--- src/hdl/hptc_pkg.sv ---
// Shared types, codes and constants of the hashed page tag cache.
package hptc_pkg;

   // Hash mixing constants
   localparam logic [63:0] K_GOLDEN = 64'h9e3779b97f4a7c15;
   localparam logic [63:0] K_MIX2   = 64'hbf58476d1ce4e5b9;
   localparam logic [63:0] K_MIX3   = 64'h94d049bb133111eb;

   // Response status codes
   localparam logic [1:0] ST_HIT    = 2'd0;
   localparam logic [1:0] ST_FILL   = 2'd1;
   localparam logic [1:0] ST_BYPASS = 2'd2;
   localparam logic [1:0] ST_BAD    = 2'd3;

   // Multiplier operand selection
   localparam logic [2:0] M_PG_LO = 3'd0;
   localparam logic [2:0] M_PG_HI = 3'd1;
   localparam logic [2:0] M_V2_LL = 3'd2;
   localparam logic [2:0] M_V2_LH = 3'd3;
   localparam logic [2:0] M_V2_HL = 3'd4;
   localparam logic [2:0] M_V3_LL = 3'd5;
   localparam logic [2:0] M_V3_LH = 3'd6;
   localparam logic [2:0] M_V3_HL = 3'd7;

   // Accumulator operations
   localparam logic [1:0] A_NONE  = 2'd0;
   localparam logic [1:0] A_SET   = 2'd1;
   localparam logic [1:0] A_ADDHI = 2'd2;

   // Hash word operations
   localparam logic [1:0] V_NONE  = 2'd0;
   localparam logic [1:0] V_MIX   = 2'd1;
   localparam logic [1:0] V_FIN27 = 2'd2;
   localparam logic [1:0] V_FIN31 = 2'd3;

   // Divider jobs
   localparam logic [1:0] D_BASE  = 2'd0;
   localparam logic [1:0] D_SHARD = 2'd1;
   localparam logic [1:0] D_SLOT  = 2'd2;

   localparam int DIV_BITS_PER_CYCLE = 4;
   localparam int DIV_CYCLES         = 64 / DIV_BITS_PER_CYCLE;
   localparam int HASH_STEPS         = 19;

   typedef struct packed {
      logic [1:0]  kind;
      logic [63:0] file;
      logic [63:0] offset;
      logic [31:0] page;
   } tag_type;

   typedef struct packed {
      logic       clr_step;
      logic       load;
      logic       mul_go;
      logic [2:0] mul_sel;
      logic [1:0] acc_op;
      logic [1:0] v_op;
      logic       div_start;
      logic [1:0] div_src;
      logic       addr_load;
      logic       emit;
   } cmd_type;

   typedef struct packed {
      logic clr_last;
      logic early;
      logic div_busy;
      logic rsp_free;
   } stat_type;

endpackage

--- src/hdl/hptc_ctrl.sv ---
// Controller state machine sequencing clear, hash, divisions, lookup and response.
module hptc_ctrl (
   input  logic               clock,
   input  logic               reset,
   input  logic               req_tvalid,
   output logic               req_tready,
   input  hptc_pkg::stat_type stat,
   output hptc_pkg::cmd_type  cmd
);
   import hptc_pkg::*;

   localparam logic [3:0] S_CLEAR = 4'd0;
   localparam logic [3:0] S_IDLE  = 4'd1;
   localparam logic [3:0] S_HASH  = 4'd2;
   localparam logic [3:0] S_DIVA  = 4'd3;
   localparam logic [3:0] S_DIVB  = 4'd4;
   localparam logic [3:0] S_DIVC  = 4'd5;
   localparam logic [3:0] S_ADDR  = 4'd6;
   localparam logic [3:0] S_READ  = 4'd7;
   localparam logic [3:0] S_EMIT  = 4'd8;

   logic [3:0] state_ff, state_in;
   logic [4:0] step_ff, step_in;

   // State sequence and hash program: multiply, then fold the product in, one step a cycle
   always_comb begin
      state_in = state_ff;
      step_in  = step_ff;
      cmd      = '0;
      req_tready = 1'b0;
      case (state_ff)
         S_CLEAR: begin
            cmd.clr_step = 1'b1;
            if (stat.clr_last) state_in = S_IDLE;
         end
         S_IDLE: begin
            req_tready = 1'b1;
            if (req_tvalid) begin
               cmd.load      = 1'b1;
               cmd.div_start = 1'b1;
               cmd.div_src   = D_BASE;
               step_in       = '0;
               state_in      = S_HASH;
            end
         end
         S_HASH: begin
            if (stat.early) begin
               state_in = S_EMIT;
            end else begin
               case (step_ff)
                  5'd0:  begin cmd.mul_go = 1'b1; cmd.mul_sel = M_PG_LO; end
                  5'd1:  cmd.acc_op = A_SET;
                  5'd2:  begin cmd.mul_go = 1'b1; cmd.mul_sel = M_PG_HI; end
                  5'd3:  cmd.acc_op = A_ADDHI;
                  5'd4:  cmd.v_op = V_MIX;
                  5'd5:  begin cmd.mul_go = 1'b1; cmd.mul_sel = M_V2_LL; end
                  5'd6:  cmd.acc_op = A_SET;
                  5'd7:  begin cmd.mul_go = 1'b1; cmd.mul_sel = M_V2_LH; end
                  5'd8:  cmd.acc_op = A_ADDHI;
                  5'd9:  begin cmd.mul_go = 1'b1; cmd.mul_sel = M_V2_HL; end
                  5'd10: cmd.acc_op = A_ADDHI;
                  5'd11: cmd.v_op = V_FIN27;
                  5'd12: begin cmd.mul_go = 1'b1; cmd.mul_sel = M_V3_LL; end
                  5'd13: cmd.acc_op = A_SET;
                  5'd14: begin cmd.mul_go = 1'b1; cmd.mul_sel = M_V3_LH; end
                  5'd15: cmd.acc_op = A_ADDHI;
                  5'd16: begin cmd.mul_go = 1'b1; cmd.mul_sel = M_V3_HL; end
                  5'd17: cmd.acc_op = A_ADDHI;
                  default: cmd.v_op = V_FIN31;
               endcase
               step_in = step_ff + 5'd1;
               if (step_ff == 5'(HASH_STEPS - 1)) state_in = S_DIVA;
            end
         end
         S_DIVA: begin
            if (!stat.div_busy) begin
               cmd.div_start = 1'b1;
               cmd.div_src   = D_SHARD;
               state_in      = S_DIVB;
            end
         end
         S_DIVB: begin
            if (!stat.div_busy) begin
               cmd.div_start = 1'b1;
               cmd.div_src   = D_SLOT;
               state_in      = S_DIVC;
            end
         end
         S_DIVC: begin
            if (!stat.div_busy) state_in = S_ADDR;
         end
         S_ADDR: begin
            cmd.addr_load = 1'b1;
            state_in      = S_READ;
         end
         S_READ: state_in = S_EMIT;
         S_EMIT: begin
            if (stat.rsp_free) begin
               cmd.emit = 1'b1;
               state_in = S_IDLE;
            end
         end
         default: state_in = S_IDLE;
      endcase
   end

   always_ff @(posedge clock) begin
      if (reset) begin
         state_ff <= S_CLEAR;
         step_ff  <= '0;
      end else begin
         state_ff <= state_in;
         step_ff  <= step_in;
      end
   end
endmodule

--- config.mk ---
export PLATFORM = sky130hd
export DESIGN_NAME = hptc_ctrl
export DESIGN_NICKNAME = d
export VERILOG_FILES = /design/src/hdl/hptc_pkg.sv /design/src/hdl/hptc_ctrl.sv
export SDC_FILE = /design/constraint.sdc
export NUM_CORES = 1
export LEC_CHECK = 0
export ABC_AREA = 1
export BUFFER_PORTS_ARGS = -buffer_cell sky130_fd_sc_hd__buf_2
export CAP_MARGIN = 0
export CORE_MARGIN = 4
export CORE_UTILIZATION = 25
export DETAILED_ROUTE_END_ITERATION = 6
export PLACE_DENSITY_LB_ADDON = 0.25
export SLEW_MARGIN = 20
export SYNTH_ARGS = -nofsm -noshare
export SYNTH_HDL_FRONTEND = slang
export SYNTH_SLANG_ARGS = --single-unit
--- constraint.sdc ---
create_clock -name clock -period 3.3 [get_ports clock]
set_input_delay 0.33 -clock clock [delete_from_list [all_inputs] [get_ports clock]]
set_output_delay 0.33 -clock clock [all_outputs]
set_load 0.05 [all_outputs]
==> results_dict.tcl <==
set metrics [dict create \
    status "finished, final reports clean" \
    worstReg2RegStart "state_ff[2]" \
    avgSynthCellArea_um2 5.69 \
    hold_depth 2 \
    netlist_area_um2 950 \
    antenna_found_initial 0 \
    finalHoldWorstSlack_ns 0.274 \
    drt_pre_antenna_iters 4 \
    finalCritPeriodShare 0.680 \
    worstPathRequired_ns 2.97 \
    gp_congestion 0.792 \
    crit_fanout 4 \
    clockBufferDepth 2 \
    io_buffers 22 \
    drv_slew 0 \
    cts_made_buffers 3 \
    ys_warn_count 0 \
    syn_inst 167 \
    leakagePower_nw 0.599 \
    hold_start "reset" \
    cp.arrival_ns 1.91 \
    power_density_nw_per_um2 735 \
    overflow 0 \
    cts_tree "yes" \
    period_needed_ns 2.24 \
    endpoint_kind "output port" \
    cts_htree_levels 1 \
    initial_core_util 0.259 \
    synth_top_area_frac 0.190 \
    core_um2 3660 \
    diodes 0 \
    ios 23 \
    reg2reg_slack_ns 1.76 \
    cts.sinks 9 \
    root_buffer "clkbuf_8" \
    timing.rr.end "step_ff[2]" \
    final_antenna_net_count 0 \
    setup_viol 0 \
    post-cts-setup-buffers 0 \
    hold_path_class "in2reg" \
    clock_skew_ns 0.00101 \
    worst_slew_pin_slew_ns 0.367 \
    layout-drive-gt1-share 0.242 \
    vias_per_cell 4.28 \
    first_iter_violations 46 \
    std_cell_rows 22 \
    critPathKind "reg2out" \
    grt_max_degree 12 \
    via_count 1018 \
    maxSlewHeadroom 0.755 \
    area_growth_syn_to_layout_pct 19.9 \
    clk_pin_slew_ns 0.04 \
    final_hold_viol_count 0 \
    synth_top_area_cell "dfxtp_1" \
    start_kind "flop" \
    cts-hold-fix-buffers 0 \
    track_usage 0.0999 \
    wl_per_cell_um 9.60 \
    worst_r2r_path_depth 8 \
    hpwl_mm 1.97 \
    cts.repair.resized 0 \
    grt_setup_unrepaired "false" \
    peakVddDrop_uv 130 \
    yosysUniqueCellTypes 26 \
    cap_viol_max_count 0 \
    fmaxAchievable_ghz 0.446 \
    synthTopCellsByArea "dfxtp_1, nand2_1, nor2_1, inv_1, nand3_1" \
    setup_tns_ns 0 \
    final_cell_mix "nand2_1, nor2_1, buf_2" \
    wl_mm 2.29 \
    die_y_um 69.6 \
    ys_seq_area_frac 0.190 \
    min_to "state_ff[2]" \
    grt_pass1_vias 961 \
    drc_errors 0 \
    synth_nets 178 \
    fin_nets 202 \
    grt_pass1_wl_mm 4.04 \
    clock_latency_ns 0.22 \
    final_common_cell "nand2_1" \
    die_area_um2 4850 \
    die_w_um 69.6 \
    ys_ff_latch 9 \
]
## power by group
group / switching (mW) / internal (mW)
Sequential: 0.0375 / 0.136
Combinational: 0.383 / 0.159
Clock: 0.0377 / 0.0837
## Yosys cell counts
master	instances
a211oi_1	1
a21oi_1	8
a21oi_2	1
buf_4	2
buf_6	1
clkinv_2	1
dfxtp_1	9
ha_1	4
inv_1	21
inv_2	5
nand2_1	45
nand2_2	4
nand3_1	11
nand3_2	2
nand3b_1	2
nand4_1	4
nor2_1	25
nor2_2	6
nor2_4	1
nor3_1	5
nor4_1	1
o211a_1	1
o21ai_0	4
o21ai_2	1
o22ai_1	1
or3_1	1
## through the flow
stage	utilization	power (mW)	cells	instance area, um^2	setup slack (ns)
2_1_floorplan	-	0.624	167	950	0.701
3_3_place_gp	0.299	0.727	234	1090	1.31
3_5_place_dp	0.299	0.721	234	1090	1.29
4_1_cts	0.311	0.847	238	1140	1.04
5_1_grt	0.311	0.939	238	1140	0.818
6_report	0.311	0.837	238	1140	1.06
## area by class of cell
class                           instances  area [um^2]
Fill cell                             420         2520
Multi-Input combinational cell        128          641
Sequential cell                         9          180
Timing Repair Buffer                   22          110
Inverter                               27          103
Tap cell                               48         60.1
Clock buffer                            4         45.0
## metal layers
| layer | track usage | routed length (um) |
|---|---|---|
| met2 | 0.160 | 1000 |
| met5 | 0 | 0 |
| met4 | 0.0447 | 27 |
| met1 | 0.129 | 1150 |
| met3 | 0.0188 | 104 |
## sequential cells by signal, summed over array words and instances (netlist names)
| signal | flops |
|---|---|
| state_ff | 4 |
| step_ff | 5 |
## worst max-delay path by stage
stage / from / end / slack [ns]
finish: step_ff[0] / cmd[6] / 1.06
global route: step_ff[0] / cmd[6] / 0.82
CTS: step_ff[0] / cmd[6] / 1.04
detailed placement: step_ff[0] / cmd[6] / 1.29
global placement: step_ff[0] / cmd[6] / 1.31
floorplan: state_ff[2] / cmd[4] / 0.70
## worst max-delay path, stage by stage (launching register included)
cell     delay [ns]
dfxtp_1        0.37
inv_1          0.10
ha_1           0.24
nand2_1        0.10
nor2_1         0.06
nor2_2         0.12
nand2_1        0.07
nor2_2         0.14
nand3_1        0.08
a21oi_1        0.13
buf_2          0.28
## cells by family after synthesis
| kind of cell | synth area share |
|---|---|
| simple gates | 0.515 |
| buf+inv | 0.136 |
| compound gates | 0.107 |
| flops | 0.190 |
| fa+ha+maj | 0.0527 |
(Power assumes the default switching activity.)
